**src/hw/rtl/http_response_header_checker_top_defines.svh**
```systemverilog
// Assertion helpers for the response header checker
`ifndef HTTP_RESPONSE_HEADER_CHECKER_TOP_DEFINES_SVH
`define HTTP_RESPONSE_HEADER_CHECKER_TOP_DEFINES_SVH
// assert an implication on every clock edge outside reset
`define HRC_ASSERT_IMPL(label, ante, cons, msg) \
    label: assert property (@(posedge clk) disable iff (!rst_n) (ante) |-> (cons)) \
        else $error(msg);
// assert an implication whose consequent holds in the next cycle
`define HRC_ASSERT_NEXT(label, ante, cons, msg) \
    label: assert property (@(posedge clk) disable iff (!rst_n) (ante) |=> (cons)) \
        else $error(msg);
`endif

```
**src/hw/rtl/hrc_pkg.sv**
```systemverilog
// ----------------------------------------------------------------------------
// hrc_pkg
// Shared types and constants for the response header checker.
// ----------------------------------------------------------------------------
`default_nettype none
package hrc_pkg;
    localparam int COUNT_BITS = 32;
    localparam logic [15:0] MAX_HDR_RESET = 16'd4096;

    localparam logic [1:0] OP_DATA    = 2'd0;
    localparam logic [1:0] OP_CLOSE   = 2'd1;
    localparam logic [1:0] OP_FAIL    = 2'd2;
    localparam logic [1:0] OP_RESTART = 2'd3;

    localparam logic [1:0] K_BODY = 2'd0;
    localparam logic [1:0] K_HDR  = 2'd1;
    localparam logic [1:0] K_DONE = 2'd2;
    localparam logic [1:0] K_ERR  = 2'd3;

    localparam logic [3:0] E_NONE     = 4'd0;
    localparam logic [3:0] E_OVERFLOW = 4'd1;
    localparam logic [3:0] E_STATUS   = 4'd2;
    localparam logic [3:0] E_NON2XX   = 4'd3;
    localparam logic [3:0] E_COLON    = 4'd4;
    localparam logic [3:0] E_TE       = 4'd5;
    localparam logic [3:0] E_BADLEN   = 4'd6;
    localparam logic [3:0] E_CONFLICT = 4'd7;
    localparam logic [3:0] E_TOOLONG  = 4'd8;
    localparam logic [3:0] E_TRUNC    = 4'd9;
    localparam logic [3:0] E_CLOSEHDR = 4'd10;
    localparam logic [3:0] E_RXFAIL   = 4'd11;

    typedef enum logic [3:0] {
        PH_STATUS = 4'b0001,
        PH_FIELDS = 4'b0010,
        PH_BODY   = 4'b0100,
        PH_DONE   = 4'b1000
    } phase_t;

    // one result item
    typedef struct packed {
        logic [1:0]  kind;
        logic [7:0]  body_byte;
        logic [9:0]  status_code;
        logic        has_length;
        logic [31:0] body_length;
        logic [3:0]  error_code;
        logic        last;
    } result_t;

    function automatic logic [7:0] te_char(input logic [4:0] p);
        logic [7:0] c;
        case (p)
            5'd0: c = "t"; 5'd1: c = "r"; 5'd2: c = "a"; 5'd3: c = "n";
            5'd4: c = "s"; 5'd5: c = "f"; 5'd6: c = "e"; 5'd7: c = "r";
            5'd8: c = "-"; 5'd9: c = "e"; 5'd10: c = "n"; 5'd11: c = "c";
            5'd12: c = "o"; 5'd13: c = "d"; 5'd14: c = "i"; 5'd15: c = "n";
            5'd16: c = "g";
            default: c = 8'd0;
        endcase
        return c;
    endfunction

    function automatic logic [7:0] cl_char(input logic [3:0] p);
        logic [7:0] c;
        case (p)
            4'd0: c = "c"; 4'd1: c = "o"; 4'd2: c = "n"; 4'd3: c = "t";
            4'd4: c = "e"; 4'd5: c = "n"; 4'd6: c = "t"; 4'd7: c = "-";
            4'd8: c = "l"; 4'd9: c = "e"; 4'd10: c = "n"; 4'd11: c = "g";
            4'd12: c = "t"; 4'd13: c = "h";
            default: c = 8'd0;
        endcase
        return c;
    endfunction

    function automatic logic [7:0] proto_char(input logic [2:0] p);
        logic [7:0] c;
        case (p)
            3'd0: c = "H"; 3'd1: c = "T"; 3'd2: c = "T"; 3'd3: c = "P";
            3'd4: c = "/"; 3'd5: c = "1"; 3'd6: c = ".";
            default: c = 8'd0;
        endcase
        return c;
    endfunction
endpackage
`default_nettype wire

```
**src/hw/rtl/hrc_out_queue.sv**
```systemverilog
// ----------------------------------------------------------------------------
// hrc_out_queue
// Four-entry result queue that parts the parser from the output stall.
// ----------------------------------------------------------------------------
`default_nettype none
`include "http_response_header_checker_top_defines.svh"
module hrc_out_queue
    import hrc_pkg::*;
(
    input  wire logic    clk,
    input  wire logic    rst_n,
    input  wire logic    push0,
    input  wire logic    push1,
    input  wire result_t din0,
    input  wire result_t din1,
    output logic         room,
    output logic         valid,
    input  wire logic    stall,
    output result_t      dout
);
    result_t    mem_reg [4];
    logic [1:0] rd_reg, wr_reg;
    logic [2:0] cnt_reg, cnt_next;
    logic       pop;

    assign pop   = valid && !stall;
    assign valid = cnt_reg != 3'd0;
    assign dout  = mem_reg[rd_reg];
    // two free slots needed for a worst-case item
    assign room  = cnt_reg <= 3'd2;

    always_comb
    begin
        cnt_next = cnt_reg + {2'b0, push0} + {2'b0, push1} - {2'b0, pop};
    end

    // store pushed results
    always_ff @(posedge clk)
    begin
        if (push0)
            mem_reg[wr_reg] <= din0;
        if (push1)
            mem_reg[wr_reg + {1'b0, push0}] <= din1;
    end

    // advance pointers
    always_ff @(posedge clk or negedge rst_n)
    begin
        if (!rst_n)
        begin
            rd_reg  <= '0;
            wr_reg  <= '0;
            cnt_reg <= '0;
        end
        else
        begin
            rd_reg  <= rd_reg + {1'b0, pop};
            wr_reg  <= wr_reg + {1'b0, push0} + {1'b0, push1};
            cnt_reg <= cnt_next;
        end
    end

    `HRC_ASSERT_IMPL(a_no_overflow, push0 || push1, cnt_reg <= 3'd2, "queue overrun")
    `HRC_ASSERT_IMPL(a_push_order, push1, push0, "second result without first")
    `HRC_ASSERT_IMPL(a_count_max, 1'b1, cnt_reg <= 3'd4, "queue count out of range")
endmodule
`default_nettype wire

```
**config.mk**
```make
export PLATFORM = sky130hd
export DESIGN_NAME = hrc_out_queue
export DESIGN_NICKNAME = d
export VERILOG_FILES = /design/src/hw/rtl/hrc_pkg.sv /design/src/hw/rtl/hrc_out_queue.sv
export VERILOG_INCLUDE_DIRS = /design/src /design/src/hw/rtl
export SDC_FILE = /design/constraint.sdc
export NUM_CORES = 1
export LEC_CHECK = 0
export ABC_AREA = 1
export BUFFER_PORTS_ARGS = -buffer_cell sky130_fd_sc_hd__buf_4
export CELL_PAD_IN_SITES_DETAIL_PLACEMENT = 0
export CELL_PAD_IN_SITES_GLOBAL_PLACEMENT = 1
export CORE_ASPECT_RATIO = 1.2
export CORE_UTILIZATION = 48
export CTS_BUF_LIST = sky130_fd_sc_hd__clkbuf_8
export DETAILED_ROUTE_END_ITERATION = 8
export PLACE_DENSITY = 0.86
export SLEW_MARGIN = 20
export SYNTH_ARGS = -nofsm -noshare
export SYNTH_HDL_FRONTEND = slang
export SYNTH_SLANG_ARGS = --single-unit
```
**constraint.sdc**
```tcl
create_clock -name clk -period 15.3 [get_ports clk]
set_clock_uncertainty 0.15 [all_clocks]
set_input_delay 1.53 -clock clk [delete_from_list [all_inputs] [get_ports clk]]
set_output_delay 1.53 -clock clk [all_outputs]
set_load 0.01 [all_outputs]
```
# ---- Word-level counts from Yosys, hierarchy flattened
# Memories as Yosys holds them, arrays and structs flattened.
# Index checks and enable logic that the tools add are counted.
dict set report classes {
  addsub 6
  muxes 4
  n_reduce_logical 3
  n_lt_le_gt_ge 1
}
# cell count
set ops {}
lappend ops {{$add 2x1->2} 3}
lappend ops {{$add 3x1->3} 2}
lappend ops {{$mux 1} 4}
lappend ops {{$le 3x2->1 const B} 1}
lappend ops {{$reduce_bool 3->1} 1}
lappend ops {{$sub 3x1->3} 1}
lappend ops {{$logic_and 1x1->1} 1}
lappend ops {{$logic_not 1->1} 1}
dict set report totals {
  out_inout_bits 60
  in_bits 121
  mem_count 1
  regBits 7
  ram_bits 232
}
# name words word_bits read_ports rd_clocked_by_memory_dff write_ports line_no
set memory_table {}
lappend memory_table {mem_reg 4 58 1 0 2 hrc_out_queue.sv:21} ;# result_t mem_reg [4];

# ---- Logic depth before layout (Yosys ltp)
# Gate-level depths: netlist (run 1).
dict set report depth {
  depth_word 3
  ltp_mapped 8
  ltp_nobuf 7
}

# ---- Least setup slack after synthesis (run 1)
# OpenSTA, ideal clock, no wires.
dict set report synth_timing {
  path_kind {input-to-reg}
  from {in push0}
  to {mem mem_reg[1][0] (netlist bit) (enable)}
  n_path_buf 0
  stages 2
  path_slack_ps 8925
  arrival_ps 5671
  path_cell_list {nand2_1 > o21ai_0}
}
# element line_no
set synth_lines {}
lappend synth_lines {{start, declared} hrc_out_queue.sv:12} ;# input wire logic push0,
lappend synth_lines {{end, declared} hrc_out_queue.sv:21}

==> run summary, run 1 <==
Run status -> finished, final reports clean
Total of flip-flops plus latches after synthesis -> 239
Final standard cell utilization of the core -> 0.567
Number of maximum-capacitance constraint violations -> 0
Category of the worst setup path capture point -> primary output
Slew Viols, Final -> 0
Post-CTS setup buffer count -> 0
Sequential share of the synthesized area -> 0.556
Standard-cell rows -> 65
Floorplan Core Area -> 26300 sq um
Setup Viol. Count Final -> 0
Y dimension of the die -> 181 um
Syn_area_per_cell -> 8.58 sq um
Most common cell after layout, fill and taps aside -> nand2_1
Combinational cell fraction of total power -> 0.472
Worst setup path category -> reg -> out
Global-route wire length before repair -> 54600 um
Number of nets still failing antenna checks after routing -> 0
Net switching power -> 0.00131 W
Hold Path Class -> reg -> reg
Overall via count from detail_route -> 10800
Remaining design rule violation count -> 0
Detailed-route vias per instance -> 5.48
Unrepaired setup endpoints after global routing -> false
GRT Util Overall -> 0.259
Maximum clock path buffer count -> 3
Data arrival time at the worst-slack endpoint -> 3.61 ns
Leakage power total -> 6.92 nW
Maximum clock frequency -> 189 MHz
Post-route cell area -> 14900 sq um
Portion of total power attributed to the clock network -> 0.157
Clock insertion delay at the later pin of the skew report -> 0.53 ns
Starting DRT DRC Count -> 815
Peak VDD IR -> 0.000139 V
Clock tree root buffer cell -> clkbuf_8
Number of iterations in the first detailed-routing pass -> 8
Max-Slew Margin vs Limit -> 0.266
Number of clock buffers inserted by TritonCTS -> 38
Effective utilization at floorplan -> 0.489
Cts repair resizes -> 0
Power, Total -> 0.00308 W
Largest net degree at the start of global routing -> 107
Number of levels in the clock H-tree -> 2
Minimum clock period -> 5.29 ns
Commonest cells after routing, fill and taps aside -> nand2_1 (646), nand3_1 (235), edfxtp_1 (232), buf_4 (192), inv_1 (135)
Via count of the first global-routing pass -> 10500
Number of hold buffers added after cts -> 0
Actual transition at the worst max-transition pin -> 1.10 ns
Total Negative Setup Slacks -> 0 ns
Net count after synthesis -> 1626
TritonCTS clock tree -> done
Routed wire length -> 35000 um
Worst Path Required -> 13.62 ns
Ratio of final minimum period to clock period -> 0.346
Count of different cell masters after synthesis -> 22
Power Internal -> 0.00176 W
Syn Inst Count -> 1498
Average wire per standard cell -> 17.7 um
Worst-path clk slew -> 0.06 ns
Combined area of all synthesized cells -> 12900 sq um
Number of antenna violations at the first check in global routing -> 0
Routability congestion estimate from global placement -> 0.781
Layout overhead on the synthesized area -> 15.9%
Nature of the critical path startpoint -> flop
Warnings, synthesis -> 0
Power per unit of standard cell area -> 207 nW/um^2
Number of nets in the finished design -> 1749
Fraction of layout cells with a size suffix above 1 -> 0.155
Relative contribution of sequential cells to total power -> 0.371
Die Span X -> 151 um
Buffers added on ports -> 180
Antenna fix cells -> 0
Placed standard-cell area -> 14200 sq um
Total gr overflow -> 0
Switching fraction of total power -> 0.427
Sink Count -> 239
I/O pin cnt -> 181
Die Footprint -> 27400 sq um
Final Hold Violating Endpoints -> 0
Critical path peak fanout -> 106
Number of flip-flops in the largest register -> 232
Sum of net half-perimeters after detailed placement -> 19500 um
-- cell type report --
type / instances / area, sq um
Fill cell: 2432 / 11400
Sequential cell: 239 / 7150
Multi-Input combinational cell: 1020 / 4740
Timing Repair Buffer: 194 / 1460
Clock buffer: 39 / 537
Inverter: 128 / 482
Tap cell: 335 / 419
Clock inverter: 25 / 100
-- cells by family (layout without fill, tap and decap cells) --
group           Yosys count  after routing  synth area share
simple gates            891            891             0.286
flops                   239            239             0.556
compound gates          120            120            0.0697
xor+xnor                  2              2           0.00136
fa+ha+maj                 7              7           0.00798
buf+inv                 239            386            0.0790
-- layer usage --
layer / track usage / part of all wire / vias up / wire length [um]
met5: 0 / 0 / - / 0
met4: 0.0992 / 0.029 / 0 / 1000
met3: 0.0369 / 0.065 / 70 / 2280
met2: 0.456 / 0.52 / 379 / 18000
met1: 0.316 / 0.39 / 5153 / 13700
li1: - / - / 5240 / -
-- metrics by stage --
stage	instances	hold slack [ns]	worst slack, ns
after floorplan	1498	0.323	8.93
after global routing	1980	0.474	9.72
after CTS	1980	0.446	9.98
after detailed placement	1916	0.430	10.06
final	1980	0.438	10.01
after global placement	1916	0.407	10.07
-- synthesized netlist by cell type (all sizes together) --
library cell  instances  area (sq um)
buf                  70           382
inv                 128           480
xor2                  1          8.76
ha                    5          62.6
nand3               239          1220
o21ai                 2          10.0
dfrtp                 7           175
nor2                  1          11.3
o211ai              116           871
nand2               651          2450
clkbuf               41           154
a31oi                 1          6.26
edfxtp              232          6970
fa                    2          40.0
xnor2                 1          8.76
a31o                  1          8.76
-- path summary, 6_finish.rpt --
path | startpoint | endpoint | slack, ns | depth (start not counted)
min reg2reg | cnt_reg[0]$_DFF_PN0_ | cnt_reg[0]$_DFF_PN0_ | 0.44 | 1
max in group asynchronous | rst_n | rd_reg[1]$_DFF_PN0_ | 14.20 | 1
min in group asynchronous | rst_n | rd_reg[0]$_DFF_PN0_ | 0.65 | 1
min | cnt_reg[0]$_DFF_PN0_ | cnt_reg[0]$_DFF_PN0_ | 0.44 | 1
max reg2reg | wr_reg[0]$_DFF_PN0_ | mem_reg[1][45]$_DFFE_PP_ | 11.57 | 7
max | rd_reg[0]$_DFF_PN0_ | dout[40] | 10.01 | 6
-- power by group through the flow --
stage          combinational [W]  sequential [W]  clock [W]
2_1_floorplan           0.000944         0.00115          0
3_3_place_gp             0.00144         0.00115          0
3_5_place_dp             0.00146         0.00116          0
4_1_cts                  0.00147         0.00114   0.000489
5_1_grt                  0.00161         0.00116   0.000513
6_report                 0.00145         0.00114   0.000483
-- worst max-delay path, cell delays in order (launching register included) --
cell      delay (ns)
dfrtp_4         0.73
buf_4           0.74
buf_4           0.94
nand2_1         0.12
o211ai_1        0.13
nand2_1         0.16
buf_4           0.18
Note: power is estimated with default switching activity, not from simulation.
==> run 2: changes to the inputs <==
- ABC_AREA: 1 -> 0
- CORE_UTILIZATION: 48 -> 50
- PLACE_DENSITY: 0.86 -> 0.81
- clock period: 15.3 -> 5.5 ns (I/O delays scaled with it)
==> run summary, run 2 <==
Slew Viols, Final -> 0
Count of different cell masters after synthesis -> 25
Layout overhead on the synthesized area -> 19.7%
Cell count after placement -> 1031
Worst setup path category -> reg -> out
Antenna fix cells -> 0
Number of hold buffers added after cts -> 1
Overall via count from detail_route -> 6425
Maximum clock path buffer count -> 3
Category of the worst setup path capture point -> primary output
Sink Count -> 239
I/O pin cnt -> 181
Average wire per standard cell -> 23.7 um
Clock tree root buffer cell -> clkbuf_8
Worst-path clk slew -> 0.06 ns
Leakage power total -> 4.91 nW
Routability congestion estimate from global placement -> 0.787
Number of maximum-capacitance constraint violations -> 0
Grt met1 use -> 0.257
Data arrival time at the worst-slack endpoint -> 2.82 ns
Fraction of layout cells with a size suffix above 1 -> 0.654
Effective utilization at floorplan -> 0.512
Global-route wire length before repair -> 38900 um
Die Footprint -> 23700 sq um
Power per unit of standard cell area -> 563 nW/um^2
Top cells by count, synth -> edfxtp_1 (232), mux2_2 (232), mux4_2 (58)
Worst hold slack -> 0.151 ns
Worst Path Required -> 4.80 ns
Commonest cells after routing, fill and taps aside -> mux2_2 (232), edfxtp_1 (232), buf_4 (191), mux4_2 (58), clkbuf_8 (37)
Max-Slew Margin vs Limit -> 0.326
Setup Viol. Count Final -> 0
Minimum clock period -> 3.52 ns
Die Span X -> 141 um
Buffers added on ports -> 180
Routed wire length -> 25800 um
Global Route met3 Usage -> 0.0466
Hold Path Class -> in -> reg
Ratio of final minimum period to clock period -> 0.640
Number of iterations in the first detailed-routing pass -> 6
Largest net degree at the start of global routing -> 59
Syn_area_per_cell -> 19.2 sq um
Number of flip-flops in the largest register -> 232
Clock insertion delay at the later pin of the skew report -> 0.51 ns
Total of flip-flops plus latches after synthesis -> 239
Layer with the highest usage -> met2
Sequential share of the synthesized area -> 0.619
Cell types occupying the most area after synthesis -> edfxtp_1 (60%), mux2_2 (23%), mux4_2 (11%)
Worst Hold Depth -> 2
Total gr overflow -> 0
Post-route cell area -> 13800 sq um
EDFF count, synth -> 232
Maximum clock frequency -> 284 MHz
Remaining design rule violation count -> 0
Top flip-flop cell by instance count after synthesis -> edfxtp_1
Placed standard-cell area -> 13200 sq um
Number of nets still failing antenna checks after routing -> 0
Post-CTS setup buffer count -> 0
TritonCTS clock tree -> done
Warnings, synthesis -> 0
GR Util met2 -> 0.400
Standard-cell rows -> 60
Detailed-route vias per instance -> 5.89
GRT Util Overall -> 0.223
Number of clock buffers inserted by TritonCTS -> 37
Actual transition at the worst max-transition pin -> 1.01 ns
Y dimension of the die -> 168 um
Peak VDD IR -> 0.000502 V
Synth top area share -> 0.604
Syn Inst Count -> 600
Number of antenna violations at the first check in global routing -> 0
Nature of the critical path startpoint -> flop
Number of levels in the clock H-tree -> 2
Net count after synthesis -> 728
Unrepaired setup endpoints after global routing -> false
Via count of the first global-routing pass -> 7096
Sum of net half-perimeters after detailed placement -> 14900 um
Run status -> finished, final reports clean
Cts repair resizes -> 0
Starting DRT DRC Count -> 309
Combined area of all synthesized cells -> 11500 sq um
Number of nets in the finished design -> 920
Reg-to-reg setup timing slack -> 2.50 ns
Cell accounting for the most synthesized area -> edfxtp_1
Final standard cell utilization of the core -> 0.613
Worst r2r path cells -> 5
Final Hold Violating Endpoints -> 0
Critical path peak fanout -> 46
Post-synthesis async set-or-reset flop share -> 0.0293
Total Negative Setup Slacks -> 0 ns
Floorplan Core Area -> 22500 sq um
Non-filler instance count after layout -> 1091
-- run 2: cell count changes in the layout (fill, tap and decap cells not counted), moves of 4 or more --
cell / delta
inv_1: -115
nand3_1: -235
clkinv_1: -5
nand2_1: -643
mux4_2: +58
nand3_2: -4
mux2_2: +232
o211ai_1: -116
nand2_4: -4
-- run 2: kinds of logic after synthesis --
group,Yosys count,share of synthesized area
and+or+nand+nor,9,0.00467
buffers and inverters,45,0.0201
adders and majority gates,7,0.00890
DFF,239,0.619
xor gates and xnor gates,4,0.00369
AOI/OAI and AO/OA,6,0.00358
muxes,290,0.340
-- run 2: path summary, 6_finish.rpt --
check	start	to
setup / recovery	rd_reg[0]$_DFF_PN0_	dout[53]
hold / removal	push1	wr_reg[0]$_DFF_PN0_
setup reg to reg	wr_reg[0]$_DFF_PN0_	mem_reg[0][53]$_DFFE_PP_
hold reg to reg	cnt_reg[0]$_DFF_PN0_	cnt_reg[0]$_DFF_PN0_
max in group asynchronous	rst_n	rd_reg[0]$_DFF_PN0_
min in group asynchronous	rst_n	cnt_reg[1]$_DFF_PN0_
-- run 2: where the power goes --
part	switching, W	internal, W	leakage, nW
Combinational	0.00158	0.00164	2.30
Clock	0.000644	0.000665	0.368
Sequential	0.000299	0.00295	2.25
Total	0.00252	0.00525	4.91
-- run 2: through the flow --
stage | setup WS [ns] | power (W)
2_1_floorplan | 1.12 | 0.00527
3_5_place_dp | 2.18 | 0.00658
4_1_cts | 1.85 | 0.00789
3_3_place_gp | 2.25 | 0.00649
6_report | 1.98 | 0.00778
5_1_grt | 1.75 | 0.00817
-- run 2: metal layers --
layer | share of wire | routed length [um]
met2 | 0.54 | 13800
met1 | 0.37 | 9630
met4 | 0.033 | 861
met3 | 0.058 | 1510
met5 | 0 | 0
-- run 2: critical path, cell delays in order (launching register included) --
cell and delay (ns):
dfrtp_4 1.10, buf_4 0.45, mux4_2 0.58, buf_4 0.17
-- run 2: area by class of cell --
| class | instances | area, sq um |
|---|---|---|
| fill | 1687 | 8710 |
| sequential | 239 | 7150 |
| multi-input combinational | 316 | 4230 |
| timing repair buffer | 192 | 1440 |
| clock buffer | 37 | 509 |
| tap | 279 | 349 |
| clock inverter | 22 | 110 |
| inverter | 6 | 22.5 |
==> run 3: changes to the inputs <==
- clock period: 5.5 -> 3.33 ns (I/O delays scaled with it)
==> run summary, run 3 (synthesis results as in run 2) <==
TritonCTS clock tree -> done
Commonest cells after routing, fill and taps aside -> mux2_2 (232), edfxtp_1 (232), buf_4 (194), dlygate4sd3_1 (177), mux4_2 (58)
Buffers added on ports -> 180
Antenna fix cells -> 0
Routability congestion estimate from global placement -> 0.827
Effective utilization at floorplan -> 0.512
Layout overhead on the synthesized area -> 37.0%
Actual transition at the worst max-transition pin -> 0.768 ns
Slew Viols, Final -> 0
Number of nets in the finished design -> 1108
Number of iterations in the first detailed-routing pass -> 4
Fraction of layout cells with a size suffix above 1 -> 0.547
Remaining design rule violation count -> 0
Floorplan Core Area -> 22500 sq um
Maximum clock frequency -> 313 MHz
Detailed-route vias per instance -> 5.59
Setup Viol. Count Final -> 0
Number of nets still failing antenna checks after routing -> 0
Standard-cell rows -> 60
Number of antenna violations at the first check in global routing -> 0
Die Footprint -> 23700 sq um
Sum of net half-perimeters after detailed placement -> 15700 um
Final Hold Violating Endpoints -> 0
Data arrival time at the worst-slack endpoint -> 3.30 ns
Max-Slew Margin vs Limit -> 0.487
Number of flip-flops in the largest register -> 232
Clock tree root buffer cell -> clkbuf_8
Total gr overflow -> 0
Starting DRT DRC Count -> 303
Power per unit of standard cell area -> 857 nW/um^2
Number of levels in the clock H-tree -> 2
Ratio of final minimum period to clock period -> 0.959
Number of maximum-capacitance constraint violations -> 0
Category of the worst setup path capture point -> flop
Average wire per standard cell -> 21.5 um
Worst setup path category -> in -> reg
Number of clock buffers inserted by TritonCTS -> 39
Post-route cell area -> 15800 sq um
Nature of the critical path startpoint -> primary input
Die Span X -> 141 um
I/O pin cnt -> 181
Run status -> finished, final reports clean
Sink Count -> 239
Y dimension of the die -> 168 um
Worst hold slack -> 0.0259 ns
Minimum clock period -> 3.19 ns
Unrepaired setup endpoints after global routing -> false
Largest net degree at the start of global routing -> 59
Critical path peak fanout -> 26
Worst-path clk slew -> 0.06 ns
Routed wire length -> 27800 um
Final standard cell utilization of the core -> 0.702
Leakage power total -> 5.77 nW
Global-route wire length before repair -> 42800 um
Via count of the first global-routing pass -> 8146
Overall via count from detail_route -> 7210
Hold Path Class -> in -> reg
Maximum clock path buffer count -> 3
Placed standard-cell area -> 13300 sq um
Worst Path Required -> 3.44 ns
Peak VDD IR -> 0.000789 V
GRT Util Overall -> 0.241
Clock insertion delay at the later pin of the skew report -> 0.52 ns
## run 3: changes by cell type in the layout (fill, tap and decap cells not counted), sizes merged
cell	change
buf	+10
clkinv	+6
dlygate4sd3	+176
inv	+3
clkbuf	+3
bufinv	-1
clkinvlp	+1
## run 3: worst max-delay path, stage by stage
cell and delay [ns]:
dlygate4sd3_1 0.53, buf_4 0.16, ha_1 0.25, xnor2_4 0.32, nor3b_4 0.33, buf_4 0.43
mux2_2 0.38, dlygate4sd3_1 0.55
## run 3: worst paths after layout
check / start / endpoint / slack [ns] / cells past startpoint
worst min register to register: cnt_reg[0]$_DFF_PN0_ / cnt_reg[0]$_DFF_PN0_ / 0.46 / 1
min in group asynchronous: rst_n / cnt_reg[0]$_DFF_PN0_ / 0.61 / 3
worst max register to register: wr_reg[0]$_DFF_PN0_ / mem_reg[0][23]$_DFFE_PP_ / 0.26 / 6
max in group asynchronous: rst_n / rd_reg[0]$_DFF_PN0_ / 2.16 / 3
worst min-delay path: din1[21] / mem_reg[2][21]$_DFFE_PP_ / 0.03 / 2
worst max-delay path: push0 / mem_reg[0][23]$_DFFE_PP_ / 0.14 / 8
## run 3: per-stage QoR
stage / setup TNS (ns) / setup slack (ns) / std cells / power, W
after global routing: 0 / 0.0845 / 1289 / 0.0142
after global placement: 0 / 0.639 / 1041 / 0.0109
after detailed placement: 0 / 0.579 / 1041 / 0.0110
final: 0 / 0.138 / 1289 / 0.0135
after floorplan: -62.74 / -0.541 / 600 / 0.00868
after CTS: 0 / 0.0391 / 1289 / 0.0136
## run 3: layout make-up
cell class / instances / area [sq um]
Multi-Input combinational cell: 316 / 4240
Clock inverter: 31 / 135
Tap cell: 279 / 349
Timing Repair Buffer: 378 / 3360
Fill cell: 1507 / 6720
Clock buffer: 40 / 551
Inverter: 6 / 22.5
Sequential cell: 239 / 7150
## run 3: routing by layer
layer  up-vias  GRT usage  share of wire
met3        49     0.0364          0.056
met4         0     0.0794          0.024
met5         -          0              0
met1      3689      0.290           0.39
li1       3223          -              -
met2       249      0.440           0.53
## run 3: power breakdown
| group | internal (W) | switching [W] | total (W) |
|---|---|---|---|
| Clock | 0.00112 | 0.00114 | 0.00226 |
| Combinational | 0.00316 | 0.00279 | 0.00596 |
| Sequential | 0.00485 | 0.000465 | 0.00532 |
| Total | 0.00914 | 0.00440 | 0.0135 |
## run 3: repair_timing
item                                    CTS  global route
buffers inserted                          0             0
endpoints found under the setup margin    0            16
resized for setup                         0             2
hold buffers                            177             0
hold endpoints to repair                239             0
